[src/smf_pkg.sv]
// Shared types and constants for the sliding-window median filter.
// No dependencies; every other file of the block imports this package.
package smf_pkg;

  // Kernel and line geometry
  localparam int KERNEL_W  = 3;
  localparam int KERNEL_H  = 3;
  localparam int MAX_WIDTH = 1024;

  localparam int WIN_N   = KERNEL_W * KERNEL_H;
  localparam int MED_IDX = WIN_N / 2;
  localparam int RAD_W   = KERNEL_W / 2;
  localparam int RAD_H   = KERNEL_H / 2;

  // Field and counter widths
  localparam int PIX_W = 8;
  localparam int CFG_W = 11;
  localparam int COL_W = $clog2(MAX_WIDTH);
  localparam int WD_W  = $clog2(MAX_WIDTH + 1);
  localparam int CMP_W = (CFG_W > WD_W) ? CFG_W : WD_W;
  localparam int ROW_W = CFG_W;
  localparam int LB_W  = (KERNEL_H - 1) * PIX_W;

  // Register port
  localparam int APB_DW = 32;
  localparam int APB_AW = 3;

  localparam logic [CFG_W-1:0] LINE_WIDTH_RST   = 11'd640;
  localparam logic [CFG_W-1:0] FRAME_HEIGHT_RST = 11'd480;

  typedef enum logic {
    REG_LINE_WIDTH   = 1'b0,
    REG_FRAME_HEIGHT = 1'b1
  } reg_idx_t;

  typedef logic [PIX_W-1:0]                pix_t;
  typedef logic [KERNEL_H-1:0][PIX_W-1:0]  col_t;
  typedef logic [WIN_N-1:0][PIX_W-1:0]     win_t;

  typedef struct packed {
    pix_t pixel_in;
    logic frame_start;
  } in_item_t;

  typedef struct packed {
    pix_t median_pixel;
    logic out_valid;
    logic out_last;
  } out_item_t;

  // Flags that travel with an item down the pipeline
  typedef struct packed {
    logic vld;
    logic out_valid;
    logic out_last;
    logic interior;
  } meta_t;

endpackage

[src/smf_sort_cell.sv]
// One stage of the odd-even transposition sorter over the whole window.
// Depends on smf_pkg; WIN_N chained stages sort the window ascending.
module smf_sort_cell
  import smf_pkg::*;
(
  input  logic  clk,
  input  logic  rst_n,
  input  logic  en,
  input  logic  odd_phase,
  input  win_t  vals_in,
  input  meta_t meta_in,
  output win_t  vals_r,
  output meta_t meta_r
);

  win_t vals_nxt;

  // Compare and exchange each pair of this phase, smaller value first
  always_comb begin
    vals_nxt = vals_in;
    for (int k = 0; k + 1 < WIN_N; k++) begin
      if ((1'(k) == odd_phase) && (vals_in[k] > vals_in[k+1])) begin
        vals_nxt[k]   = vals_in[k+1];
        vals_nxt[k+1] = vals_in[k];
      end
    end
  end

  always_ff @(posedge clk) begin
    if (en) begin
      vals_r <= vals_nxt;
    end
  end

  always_ff @(posedge clk) begin
    if (!rst_n) begin
      meta_r <= '0;
    end else if (en) begin
      meta_r <= meta_in;
    end
  end

endmodule
[config.mk]
export PLATFORM = sky130hd
export DESIGN_NAME = smf_sort_cell
export DESIGN_NICKNAME = d
export VERILOG_FILES = /design/src/smf_pkg.sv /design/src/smf_sort_cell.sv
export SDC_FILE = /design/constraint.sdc
export NUM_CORES = 1
export LEC_CHECK = 0
export BUFFER_PORTS_ARGS = -buffer_cell sky130_fd_sc_hd__buf_4
export CORE_AREA = 4 4 98 136
export DETAILED_ROUTE_END_ITERATION = 16
export DIE_AREA = 0 0 102 140
export GPL_ROUTABILITY_DRIVEN = 0
export PLACE_DENSITY = 0.77
export RECOVER_POWER = 50
export SETUP_SLACK_MARGIN = 0.1
export SYNTH_ARGS = -nofsm -noshare
export SYNTH_HDL_FRONTEND = slang
export SYNTH_SLANG_ARGS = --single-unit
[constraint.sdc]
create_clock -name clk -period 1.72 [get_ports clk]
set_input_delay 0.172 -clock clk [delete_from_list [all_inputs] [get_ports clk]]
set_output_delay 0.172 -clock clk [all_outputs]
set_load 0.02 [all_outputs]
# Word-level counts from Yosys, hierarchy flattened
# Cells that the tools add are included.
totals:
  register_bits: 76
  inputBits: 80
  output_inout_bits: 76
  elab_cells: 38
op_classes:
  bitwise_logic: 1
  n_reduce_logical: 8
  n_lt_le_gt_ge: 8
  n_mux: 8
ops:
  columns: ["operator", "n"]
  rows:
  - ["two-way mux 16 bit", 8]
  - ["greater-than comparator 8 bit", 8]
  - ["logical AND 1 bit", 8]
  - ["inverter 1 bit", 1]

# Logic depth before layout (Yosys ltp)
logic_depth:
  depth_word: 10
  ltp_mapped: 9
  mapped_depth_nobuf: 7

# Least setup slack after synthesis
# OpenSTA, ideal clock, no wires.
synth_path:
  path_type: "input port to flip-flop"
  from: "in vals_in[71] in the netlist's numbering"
  to: "reg vals_r[62] in the netlist's numbering, data pin"
  setup_time_ns: 0.264
  arrival_ns: 1.629
  stages: 8
  path_slack_ns: -0.173
  n_path_buf: 1
  required_time_ns: 1.456
  cell_sequence: "inv_1 > ha_1 > nand4_1 > or3b_1 > a21o_4 > buf_1 > a21oi_1 > a31oi_4"
synth_rtl:
  columns: ["element", "line", "text"]
  rows:
  - ["start: declaration", "smf_sort_cell.sv:10", "input win_t vals_in,"]
  - ["end signal: assignment", "smf_sort_cell.sv:31", "vals_r <= vals_nxt;"]
  - ["end: declaration", "smf_sort_cell.sv:12", "output win_t vals_r,"]

==> reports/results.tsv <==
metric	value	unit
area of the multi-input gates	4422	sq um
Synth Register Bits	76	
CP startpoint kind	input pin	
storage element area	2242	sq um
Comb pwr share	38.9	%
Worst Setup EP	vals_r[13]$_DFFE_PP_	
core area	12250	sq um
reg-to-reg startpoint	meta_r[0]$_SDFFE_PN0P_	
syn_nets	758	
Area Growth Syn to Fin	80.01	%
Worst-Margin Slew	0.8578	ns
clk root buf	clkbuf_16	
Lkg Pwr	4.422	nW
worst vdd ir	0.0005319	V
Syn Inst Count	614	
Hold WC Path Type	in -> reg	
vias in the first global route	6653	
clock slew at reported path FFs	0.06	ns
Slew HR	42.81	%
CTS tree	built	
crit path DAT	2.02	ns
Worst setup startpoint	vals_in[1]	
Tcrit/Tclk final	107.2	%
DRT Pass-1 Iters	5	
synthesized area	5809	sq um
violated checks	setup timing	
Max-Cap Viols	0	
critical path type	in -> reg	
Power Density	700.1	nW/um^2
Synth warnings	0	
grt total ovfl	0	
n_diodes	0	
Slew Limit Fails	0	
H-tree depth	3	
critical path's largest stage delay	0.52	ns
die width	102	um
worst-path cell chain	buf_4 -> ha_4 -> nor2b_1 -> o211ai_1 -> a2111o_1 -> buf_6 -> buf_6 -> a21bo_1 -> a31oi_1	
Port Buffers	155	
Clock Tree Buf Depth	2	
Critical Path RT	1.90	ns
TritonCTS Sinks	76	
commonest non-fill, non-tap cell in the layout	buf_4	
Routed Wire Length	26070	um
Fin Setup TNS	-0.7599	ns
sequential cell area fraction in the yosys report	38.60	%
design area	10460	sq um
RSZ-0062 raised after global routing	true	
drt wl/cell	23.74	um
slowest cell on the critical path	a2111o_1	
DP Area	8775	sq um
Sw Pwr	2.420	mW
post-synth cell types	33	
Sequential Power Share	32.8	%
global-route wire length before repair	31960	um
Max FO, Critical Path	6	
DRT iter0 DRCs	399	
fin crit period	1.844	ns
GRT Total Usage	28.61	%
Net Sw Frac	33.06	%
final setup violation count	21	
fin cells	1098	
Initial Util	47.42	%
worst reg2reg path depth	2	
Avg Cell Area, Syn	9.461	sq um
Worst Skew	0	ns
pin count of the biggest net entering global routing	44	
internal power	4.901	mW
status	finished, violations left	
antenna violations before repair	0	
CP most frequent cell	buf_6	
Peak Freq	542.4	MHz
IO Pins	156	
share of cells above drive strength 1	57.70	%
DIE AREA	14280	sq um
overall power	7.321	mW
Layout Utilization	85.36	%
Post-DP HPWL	15610	um
hold buffers post-CTS	0	
final net count	1087	
most frequent cells in the layout	257 x buf_4, 72 x edfxtp_1, 50 x buf_6, 49 x a21o_1, 46 x a21oi_1	
worst setup margin	-0.1236	ns
flop-to-flop setup slack	1.05	ns
Residual DRC	0	
clock share of power	28.3	%
Skew-Pair Late Insertion Delay	0.34	ns
Final ANT Viol Nets	0	
Setup crit end kind	flop	
routed via count	6865	
Placed Cells incl. Taps	1053	
Die Ht	140	um
Fillers	631	
TritonCTS Buffers	9	
post-DR vias/cell	6.252	
Fin. Hold Viols	0	
worst r2r dst	meta_r[0]$_SDFFE_PN0P_	
num rows	48	
[logic make-up (layout without fill, tap and decap cells)]
family,Yosys count,count (layout),synth area share (%)
AOI/OAI and AO/OA,239,240,28.19
adders and majority gates,64,64,13.78
buffers and inverters,106,438,7.366
DFF,76,76,38.60
muxes,4,4,0.6892
and+or+nand+nor,125,126,11.37
[timing repair]
action / CTS / global route
setup endpoints to repair: 65 / 71
buffers inserted: 5 / 7
gates cloned: 5 / 12
pin swaps: 22 / 83
gates resized for setup: 51 / 215
[power by group through the flow]
stage               combinational, mW  clock, mW  sequential (mW)
floorplan                       0.897          0             2.71
global placement                 2.24          0             2.43
detailed placement               2.31          0             2.43
CTS                              2.43       2.05             2.40
global route                     2.98       2.14             2.42
finish                           2.85       2.07             2.40
[sequential cells by signal, summed over array words and instances (netlist names)]
signal and flops:
meta_r 4, vals_r 72
[worst max-delay path: cells and delay by family]
| kind | cells | cell delay (ns) |
|---|---|---|
| AOI/OAI and AO/OA | 4 | 0.96 |
| buffers and inverters | 3 | 0.44 |
| adders and majority gates | 1 | 0.26 |
| and+or+nand+nor | 1 | 0.17 |
[per-layer routing]
layer	wire length [um]	part of all wire, %	global-route usage, %	vias to the layer above
li1	-	-	-	3005
met1	8271	32	26.30	3289
met5	0	0	0	-
met3	1242	4.8	4.833	172
met4	2197	8.4	14.72	0
met2	14360	55	57.01	399
[Yosys cell counts]
library cell  count  area, sq um
a21oi_1          80        400.4
edfxtp_1         72         2162
nand3_1          72        360.4
inv_1            65        244.0
ha_1             64        800.8
a21o_1           49        367.9
a31oi_1          48        300.3
clkbuf_1         32        120.1
nand4_1          16        100.1
o211ai_1         15        112.6
o21ai_1          14        70.07
nor2b_1          12        75.07
nand2_1          10        37.54
a31oi_4           8        170.2
o21ai_0           8        40.04
a2111o_1          5        56.30
and2_1            5        31.28
buf_2             5        25.02
nor2_1            5        18.77
a21bo_2           4        40.04
dfxtp_1           4        80.08
mux2i_1           4        40.04
a21bo_1           3        30.03
a211o_1           2        17.52
and2_0            2        12.51
buf_1             2        7.510
o21ai_2           2        17.52
a21o_4            1        15.01
and2_4            1        8.760
buf_12            1        20.02
buf_6             1        11.26
nand3b_1          1        7.510
or3b_1            1        8.760
[how the worst min path moves through the flow]
stage                     depth (start not counted)                     end   from  slack (ns)
final                                             2  meta_r[3]$_SDFFE_PN0P_  rst_n        0.07
after floorplan                                   0     vals_r[0]$_DFFE_PP_     en        0.28
after CTS                                         2  meta_r[1]$_SDFFE_PN0P_  rst_n        0.07
after global placement                            2  meta_r[0]$_SDFFE_PN0P_  rst_n        0.41
after detailed placement                          2  meta_r[1]$_SDFFE_PN0P_  rst_n        0.41
after global routing                              2  meta_r[1]$_SDFFE_PN0P_  rst_n        0.11
[metrics by stage]
| stage | hold WS [ns] | setup slack (ns) |
|---|---|---|
| 5_1_grt | 0.1056 | -0.1444 |
| 3_3_place_gp | 0.4060 | -0.3543 |
| 6_report | 0.06870 | -0.1236 |
| 2_1_floorplan | 0.2845 | -0.08000 |
| 3_5_place_dp | 0.4125 | -0.4052 |
| 4_1_cts | 0.06513 | 0.07138 |
[cell type report]
type / count / share of cell area [%]
Tap cell: 150 / 1.795
Sequential cell: 76 / 21.44
Inverter: 65 / 3.410
Clock inverter: 5 / 0.7298
Timing Repair Buffer: 357 / 28.12
Clock buffer: 11 / 2.225
Multi-Input combinational cell: 434 / 42.28
(Power assumes the default switching activity.)
