<file path="src/smf_pkg.sv">
// Shared types and constants for the sliding-window median filter.
// No dependencies; every other file of the block imports this package.
package smf_pkg;

  // Kernel and line geometry
  localparam int KERNEL_W  = 3;
  localparam int KERNEL_H  = 3;
  localparam int MAX_WIDTH = 1024;

  localparam int WIN_N   = KERNEL_W * KERNEL_H;
  localparam int MED_IDX = WIN_N / 2;
  localparam int RAD_W   = KERNEL_W / 2;
  localparam int RAD_H   = KERNEL_H / 2;

  // Field and counter widths
  localparam int PIX_W = 8;
  localparam int CFG_W = 11;
  localparam int COL_W = $clog2(MAX_WIDTH);
  localparam int WD_W  = $clog2(MAX_WIDTH + 1);
  localparam int CMP_W = (CFG_W > WD_W) ? CFG_W : WD_W;
  localparam int ROW_W = CFG_W;
  localparam int LB_W  = (KERNEL_H - 1) * PIX_W;

  // Register port
  localparam int APB_DW = 32;
  localparam int APB_AW = 3;

  localparam logic [CFG_W-1:0] LINE_WIDTH_RST   = 11'd640;
  localparam logic [CFG_W-1:0] FRAME_HEIGHT_RST = 11'd480;

  typedef enum logic {
    REG_LINE_WIDTH   = 1'b0,
    REG_FRAME_HEIGHT = 1'b1
  } reg_idx_t;

  typedef logic [PIX_W-1:0]                pix_t;
  typedef logic [KERNEL_H-1:0][PIX_W-1:0]  col_t;
  typedef logic [WIN_N-1:0][PIX_W-1:0]     win_t;

  typedef struct packed {
    pix_t pixel_in;
    logic frame_start;
  } in_item_t;

  typedef struct packed {
    pix_t median_pixel;
    logic out_valid;
    logic out_last;
  } out_item_t;

  // Flags that travel with an item down the pipeline
  typedef struct packed {
    logic vld;
    logic out_valid;
    logic out_last;
    logic interior;
  } meta_t;

endpackage

</file>
<file path="src/smf_col_cell.sv">
// One window column cell: holds KERNEL_H pixels and hands them to its neighbour.
// Depends on smf_pkg.
module smf_col_cell
  import smf_pkg::*;
(
  input  logic clk,
  input  logic shift,
  input  col_t col_in,
  output col_t col_r
);

  // Take the neighbour's column on each item
  always_ff @(posedge clk) begin
    if (shift) begin
      col_r <= col_in;
    end
  end

endmodule

</file>
<file path="config.mk">
export PLATFORM = sky130hd
export DESIGN_NAME = smf_col_cell
export DESIGN_NICKNAME = d
export VERILOG_FILES = /design/src/smf_pkg.sv /design/src/smf_col_cell.sv
export SDC_FILE = /design/constraint.sdc
export NUM_CORES = 1
export LEC_CHECK = 0
export ABC_AREA = 1
export BUFFER_PORTS_ARGS = -buffer_cell sky130_fd_sc_hd__buf_2
export CAP_MARGIN = 20
export CELL_PAD_IN_SITES_DETAIL_PLACEMENT = 1
export CELL_PAD_IN_SITES_GLOBAL_PLACEMENT = 1
export CORE_ASPECT_RATIO = 1.25
export CORE_UTILIZATION = 33
export DETAILED_ROUTE_END_ITERATION = 8
export GPL_ROUTABILITY_DRIVEN = 1
export PLACE_DENSITY = 0.78
export SLEW_MARGIN = 5
export SYNTH_ARGS = -nofsm -noshare
export SYNTH_HDL_FRONTEND = slang
export SYNTH_SLANG_ARGS = --single-unit
</file>
<file path="constraint.sdc">
create_clock -name clk -period 0.8 [get_ports clk]
set_input_delay 0.04 -clock clk [delete_from_list [all_inputs] [get_ports clk]]
set_output_delay 0.04 -clock clk [all_outputs]
set_load 0.01 [all_outputs]
</file>
==> Word level (Yosys, flattened, before mapping) <==
Cells that the tools add are included.
{ "word_totals": {"regBits": 24, "inputBits": 26, "output_inout_bits": 24, "elab_cells": 3} }

==> Depth between registers and ports, before layout <==
Gate-level depths: netlist of run 1.
{ "logic_depth": {"depth_word": 0, "mapped_depth": 0, "ltp_nobuf": 0} }

==> Worst setup path before layout of run 1 <==
Ideal clock, no wire load.
{ "synth_timing": {"path_type": "register -> output", "start": "register col_r[0] in the netlist's numbering", "end": "output port col_r[0] in the netlist's numbering", "t_arrival_ns": 0.394, "required_time_ns": 0.760, "setup_slack_ns": 0.366, "path_stages_with_launch": 1, "n_path_buf": 0, "path_cell_list": "edfxtp_1"} }
{ "synth_rtl": {"columns": ["item", "line", "text"], "rows": [
  ["from (decl)", "smf_col_cell.sv:9", "output col_t col_r"],
  ["from (signal assigned)", "smf_col_cell.sv:15", "col_r <= col_in;"]
]} }
No word-level cell between the ends.

==> Worst setup path after layout of run 1 <==
{ "layout_timing": {"start": "register col_r[16] in the netlist's numbering", "end": "output port col_r[16] in the netlist's numbering"} }
No word-level cell between the ends.

==> results of run 1 <==
how the worst max path moves through the flow:
stage	from	end	slack [ns]	cells after the start
6_report	col_r[16]	col_r[16]	-0.09	1
5_1_grt	col_r[16]	col_r[16]	-0.13	1
4_1_cts	col_r[21]	col_r[21]	-0.11	1
3_5_place_dp	shift	col_r[4]	0.18	2
3_3_place_gp	shift	col_r[23]	0.19	2
2_1_floorplan	col_r[0]	col_r[0]	0.37	0
layer usage:
| layer | global-route usage [%] | routed length (um) |
|---|---|---|
| met5 | 0 | 0 |
| met4 | 9.38 | 24 |
| met3 | 2.97 | 144 |
| met2 | 26.1 | 925 |
| met1 | 13.3 | 539 |
cell type report:
class | instances | share of cell area, %
flip-flops and latches | 24 | 56.4
repair buffers | 74 | 39.6
well taps | 20 | 1.96
clock buffers | 3 | 1.76
clock inverters | 1 | 0.294
kinds of logic after synthesis:
group	after synthesis	share of synthesized area [%]
flops	24	100
power breakdown:
| group | switching (mW) | internal, mW | total, mW |
|---|---|---|---|
| Combinational | 0.140 | 0.190 | 0.330 |
| Sequential | 0.0208 | 1.49 | 1.51 |
| Clock | 0.339 | 0.182 | 0.521 |
synth_stat cells:
master	instances	share of area, %
edfxtp_1	24	100
metrics by stage:
stage | TNS, ns | hold slack (ns)
final | -1.62 | 0.138
after global routing | -2.48 | 0.139
after CTS | -1.97 | 0.132
after detailed placement | 0 | 0.219
after global placement | 0 | 0.217
after floorplan | 0 | 0.139
what timing repair did:
item / 4_1_cts / 5_1_grt
hold buffers: 24 / 0
hold endpoints to repair: 24 / 0
pin swaps: 0 / 0
setup endpoints to repair: 24 / 24
setup buffers: 0 / 0
gates cloned: 0 / 0
==> out/qor.yml, run 1 <==
critPathKind: "reg -> out"
mostFrequentLayoutCell: "buf_2"
path_cells: "buf_2"
largest_reg_flops: 24
setup_ws_ns: -0.0896
drive_gt1_share_pct: 52.0
grtUsageTotal_pct: 13.8
areaGrowthSynthToFinish_pct: 77.3
final-setup-viol-count: 24
grt_setup_unrepaired: "yes"
dp.cells: 94
slew_violations: 0
clk_path_buf_depth: 2
stdcell_area_um2: 1280
hold_depth: 2
cpMaxStageDelayCell: "edfxtp_1"
register_area_um2: 721
cts_max_level: 1
yosys_warnings: 0
start_kind: "flop"
tightest_slew_ns: 0.131
first_iter_violations: 9
hp-start: "shift"
outcome: "finished with violations"
grt_max_degree: 25
ys_types: 1
cp_num_buf_inv: 1
required_ns: 0.76
finalNonFillerCells: 122
fin_nets: 129
place_ws_ns: 0.178
tritoncts: "done"
ctsResizeCount: 0
ant_nets: 0
cp_max_fo: 1
avgViaCountPerCell: 4.48
die-width_um: 43.8
grt_pass1_wl_um: 2220
arrival_ns: 0.85
grt_antenna_before_repair: 0
peakVddDrop_mv: 1.45
wire_per_inst_um: 13.4
multi_input_area_um2: 0
cap_violations: 0
max_stage_delay_ns: 0.39
crit_family: "flip-flops"
holdPathEnd: "col_r[18]"
die_h_um: 54.3
top_register: "col_r"
gp_congestion: 0.667
min_path_type: "in -> reg"
clock-sinks: 24
seq_area_frac_synth_pct: 100
leakagePower_nw: 0.553
grt-ovfl-total: 0
timing.slew.headroom_pct: 91.2
via_count: 546
finalHoldViolations: 0
numCtsBuffers: 3
core_region_area_um2: 2030
reg.largest.list: "col_r (24)"
clk_pin_slew_worst_paths_ns: 0.13
synth_area_um2: 721
io_buffers: 49
placed_area_um2: 1010
violations: "DRC, setup timing"
multi_input_gates: 0
fin_crit_sh_pct: 111
clockRootBuffer: "clkbuf_4"
wl_um: 1630
postSynthAreaPerCell_um2: 30.0
synth_fp_nets: 50
n_antenna_cell: 0
first_pass_iters: 6
boundaryPins: 50
fill_cells: 209
p_per_area_nw_per_um2: 1850
synth.ff_latch_count: 24
drc: 4
fin_util_pct: 63.0
grt_pass1_vias: 541
die-area_um2: 2380
mostFrequentLayoutCells: "49 x buf_2, 24 x edfxtp_1, 24 x dlygate4sd3_1"
row_count: 18
synthCells: 24
total_power_mw: 2.36
fmax_ghz: 1.12
crit_path_end_kind: "output port"
min_period_ns: 0.890
start_util_pct: 35.6
(Power assumes the default switching activity.)
==> run 2, diff against run 1 <==
--- a/config.mk
+++ b/config.mk
@@ -14,2 +14,3 @@
 export CORE_UTILIZATION = 33
+export CTS_CLUSTER_DIAMETER = 200
 export DETAILED_ROUTE_END_ITERATION = 8
==> constraint.sdc (replaced) <==
create_clock -name clk -period 1.1 [get_ports clk]
set_input_delay 0 -clock clk [delete_from_list [all_inputs] [get_ports clk]]
set_output_delay 0 -clock clk [all_outputs]
set_load 0.01 [all_outputs]
==> out/qor.yml, run 2 (same netlist as run 1, synthesis figures left out) <==
violations: "DRC"
wl_um: 1650  # +1.0%
via_count: 533  # -2.4%
total_power_mw: 1.70  # -28%
fin_crit_sh_pct: 76.6
multi_input_gates: 0  # unchanged
setup-tns-final_ns: 0  # +1.62 ns
die-area_um2: 2380  # unchanged
drc: 3  # -1
clock-sinks: 24  # unchanged
grt_max_degree: 25  # unchanged
grt-ovfl-total: 0  # unchanged
final-setup-viol-count: 0  # -100%
grt_setup_unrepaired: "no"
cp_max_fo: 1  # unchanged
cap_violations: 0  # unchanged
numCtsBuffers: 3  # unchanged
io_buffers: 49  # unchanged
ant_nets: 0  # unchanged
dp.cells: 93  # -1.1%
drive_gt1_share_pct: 51.5  # -0.48 points
largest_reg_flops: 24  # unchanged
avgViaCountPerCell: 4.40  # -1.6%
slew_violations: 0  # unchanged
cpMaxStageDelayCell: "edfxtp_1"
grtUsageTotal_pct: 14.2  # +0.42 points
min_path_type: "in -> reg"
wire_per_inst_um: 13.6  # +1.9%
areaGrowthSynthToFinish_pct: 74.5
die-width_um: 43.8  # unchanged
top_register: "col_r"
reg.largest.list: "col_r (24)"
first_iter_violations: 8  # -1
die_h_um: 54.3  # unchanged
tightest_slew_ns: 0.505  # +0.373 ns
start_kind: "flop"
fill_cells: 214  # +2.4%
mostFrequentLayoutCell: "buf_2"
row_count: 18  # unchanged
boundaryPins: 50  # unchanged
timing.slew.headroom_pct: 66.4  # -25 points
mostFrequentLayoutCells: "49 x buf_2, 24 x edfxtp_1, 24 x dlygate4sd3_1"
leakagePower_nw: 0.543  # -1.7%
setup_ws_ns: 0.257  # +0.347 ns
core_region_area_um2: 2030  # unchanged
cp_num_buf_inv: 1  # unchanged
p_per_area_nw_per_um2: 1350  # -27%
cts_max_level: 1  # unchanged
clockRootBuffer: "clkbuf_4"
crit_path_end_kind: "output port"
grt_pass1_vias: 572  # +5.7%
fmax_ghz: 1.19
max_stage_delay_ns: 0.39  # about the same
n_antenna_cell: 0  # unchanged
tritoncts: "done"
clk_path_buf_depth: 2  # unchanged
cts_setup_buffers: 0  # unchanged
place_ws_ns: 0.295  # +0.117 ns
path_cells: "buf_2"
hold_ws_ns: 0.189  # +0.0507 ns
grt_antenna_before_repair: 0  # unchanged
min_period_ns: 0.843
finalNonFillerCells: 121  # -0.82%
fin_nets: 128  # -0.78%
critPathKind: "reg -> out"
start_util_pct: 35.6  # unchanged
first_pass_iters: 6  # unchanged
gp_congestion: 0.674  # +1.1%
crit_family: "flip-flops"
multi_input_area_um2: 0  # unchanged
arrival_ns: 0.84  # about the same
required_ns: 1.10  # +0.34 ns
clk_pin_slew_worst_paths_ns: 0.12  # about the same
outcome: "finished with violations"
peakVddDrop_mv: 0.982  # -32%
finalHoldViolations: 0  # unchanged
grt_pass1_wl_um: 2320  # +4.4%
run 2: changes by cell type in the layout (fill, tap and decap cells not counted):
cell	previous run	this run
buf_12	1	0
run 2: layout make-up:
cell class            count  area, um2  area share [%]
clock inverter            1       3.75           0.299
tap                      20       25.0            1.99
sequential               24        721            57.3
timing repair buffer     73        485            38.6
clock buffer              3       22.5            1.79
run 2: worst paths after layout:
| check | from | to | slack, ns | depth (start not counted) |
|---|---|---|---|---|
| worst max-delay path | col_r[15] | col_r[15] | 0.26 | 1 |
| worst min-delay path | shift | col_r[22] | 0.19 | 1 |
run 2: what timing repair did:
action	4_1_cts	5_1_grt
hold buffers	24	0
gates resized for setup	0	0
endpoints found under the hold margin	24	0
run 2: where the power goes:
part	internal, mW	switching [mW]	leakage, nW
sequential	1.08	0.0155	0.235
combinational	0.131	0.101	0.293
clock	0.132	0.238	0.0154
total	1.35	0.354	0.543
run 2: per-stage QoR:
step                      cell area [um2]  utilization (%)
after floorplan                       721                -
after global placement                991             48.9
final                                1260             62.0
after detailed placement              991             48.9
after global routing                 1260             62.0
after CTS                            1260             62.0
run 2: per-layer routing:
layer,part of all wire [%],track usage (%),vias up
li1,-,-,249
met1,33,13.9,251
met2,59,28.1,31
met3,6.6,2.31,2
met4,0.36,7.81,0
met5,0,0,-
==> run 3, diff against run 2 <==
Settings changed: CORE_UTILIZATION 33 to 30, PLACE_DENSITY 0.78 to 0.71.
Clock period 1.1 ns to 0.8 ns, I/O delays scaled along.
==> out/qor.yml, run 3 (same netlist as run 1, synthesis figures left out) <==
peakVddDrop_mv: 1.12  # +14%
grt_max_degree: 25  # unchanged
fin_crit_sh_pct: 105
register_area_um2: 721  # unchanged
wire_per_inst_um: 12.7  # -6.8%
required_ns: 0.80  # -0.30 ns
cp_max_fo: 1  # unchanged
start_util_pct: 32.3  # -3.3 points
crit_family: "flip-flops"
first_iter_violations: 6  # -2
mostFrequentLayoutCells: "49 x buf_2, 24 x edfxtp_1, 24 x dlygate4sd3_1"
grtUsageTotal_pct: 14.6  # +0.37 points
gp_congestion: 0.626  # -7.1%
cts_max_level: 1  # unchanged
avgViaCountPerCell: 4.11  # -6.8%
fin_util_pct: 57.6  # -4.4 points
drc: 0  # -3
grt-ovfl-total: 0  # unchanged
tightest_slew_ns: 0.128  # -0.376 ns
largest_reg_flops: 24  # unchanged
grt_setup_unrepaired: "yes"
p_per_area_nw_per_um2: 1810  # +34%
grt_pass1_wl_um: 2650  # +14%
die-width_um: 45.8  # +4.7%
setup-tns-final_ns: -0.408  # -0.408 ns
cap_violations: 0  # unchanged
arrival_ns: 0.84  # about the same
via_count: 542  # +1.7%
clk_path_buf_depth: 2  # unchanged
n_antenna_cell: 0  # unchanged
multi_input_area_um2: 0  # unchanged
fin_nets: 129  # +0.78%
leakagePower_nw: 0.551  # +1.4%
min_period_ns: 0.843
slew_violations: 0  # unchanged
fmax_ghz: 1.19
fill_cells: 236  # +10%
die_h_um: 56.8  # +4.7%
violations: "setup timing"
top_register: "col_r"
grt_pass1_vias: 596  # +4.2%
clock-sinks: 24  # unchanged
outcome: "finished with violations"
ctsResizeCount: 0  # unchanged
finalHoldViolations: 0  # unchanged
cp.depth: 1  # unchanged
reg.largest.list: "col_r (24)"
crit_path_end_kind: "output port"
cp_num_buf_inv: 1  # unchanged
grt_antenna_before_repair: 0  # unchanged
wl_um: 1680  # +1.6%
hp-start: "shift"
total_power_mw: 2.33  # +37%
cpMaxStageDelayCell: "edfxtp_1"
io_buffers: 49  # unchanged
final-setup-viol-count: 24  # +24
min_path_type: "in -> reg"
die-area_um2: 2600  # +9.6%
mostFrequentLayoutCell: "buf_2"
drive_gt1_share_pct: 52.5  # +0.99 points
boundaryPins: 50  # unchanged
numCtsBuffers: 3  # unchanged
place_ws_ns: 0.218  # -0.0771 ns
row_count: 19  # +1
clockRootBuffer: "clkbuf_4"
clk_pin_slew_worst_paths_ns: 0.12  # about the same
start_kind: "flop"
critPathKind: "reg -> out"
timing.slew.headroom_pct: 91.4  # +25 points
first_pass_iters: 2  # -4
multi_input_gates: 0  # unchanged
core_region_area_um2: 2230  # +10%
ant_nets: 0  # unchanged
setup_ws_ns: -0.0432  # -0.301 ns
areaGrowthSynthToFinish_pct: 78.6
critPathLaunch: "col_r[6]"
path_cells: "buf_2"
worstSetupEndpoint: "col_r[6]"
max_stage_delay_ns: 0.40  # about the same
tritoncts: "done"
[run 3: cell types whose count changed in the layout (fill, tap and decap cells not counted), sizes merged]
cell,delta
clkinv,-1
buf,+1
[run 3: how the worst min path moves through the flow]
stage | to | slack [ns] | cells after the start
global route | col_r[21] | 0.11 | 2
CTS | col_r[8] | 0.1 | 2
floorplan | col_r[0] | 0.1 | 0
detailed placement | col_r[9] | 0.18 | 1
finish | col_r[8] | 0.11 | 2
global placement | col_r[11] | 0.18 | 1
[run 3: per-layer routing]
layer	routed length [um]	track usage, %	vias up
li1	-	-	253
met1	602	14.6	244
met2	880	26.4	43
met3	182	3.22	2
met4	12	7.56	0
met5	0	0	-
[run 3: timing repair]
item / 4_1_cts / 5_1_grt
gates cloned: 0 / 0
endpoints found under the hold margin: 24 / 0
hold buffers: 24 / 0
setup endpoints to repair: 24 / 24
buffers inserted: 0 / 0
[run 3: final cells by class]
cell class	count	area share, %
Tap cell	31	3.01
Timing Repair Buffer	74	39.3
Clock buffer	3	1.75
Sequential cell	24	56.0
[run 3: power breakdown]
part	total, mW	switching (mW)	internal (mW)
registers	1.51	0.0206	1.49
clock network	0.490	0.315	0.175
logic	0.333	0.143	0.190
[run 3: metrics by stage]
step                      instance area, um2  std cells  hold WS, ns
after floorplan                          721         24       0.0989
final                                   1290        132        0.108
after detailed placement                1020        105        0.179
after global routing                    1290        132        0.106
after CTS                               1290        132       0.0983
after global placement                  1020        105        0.176
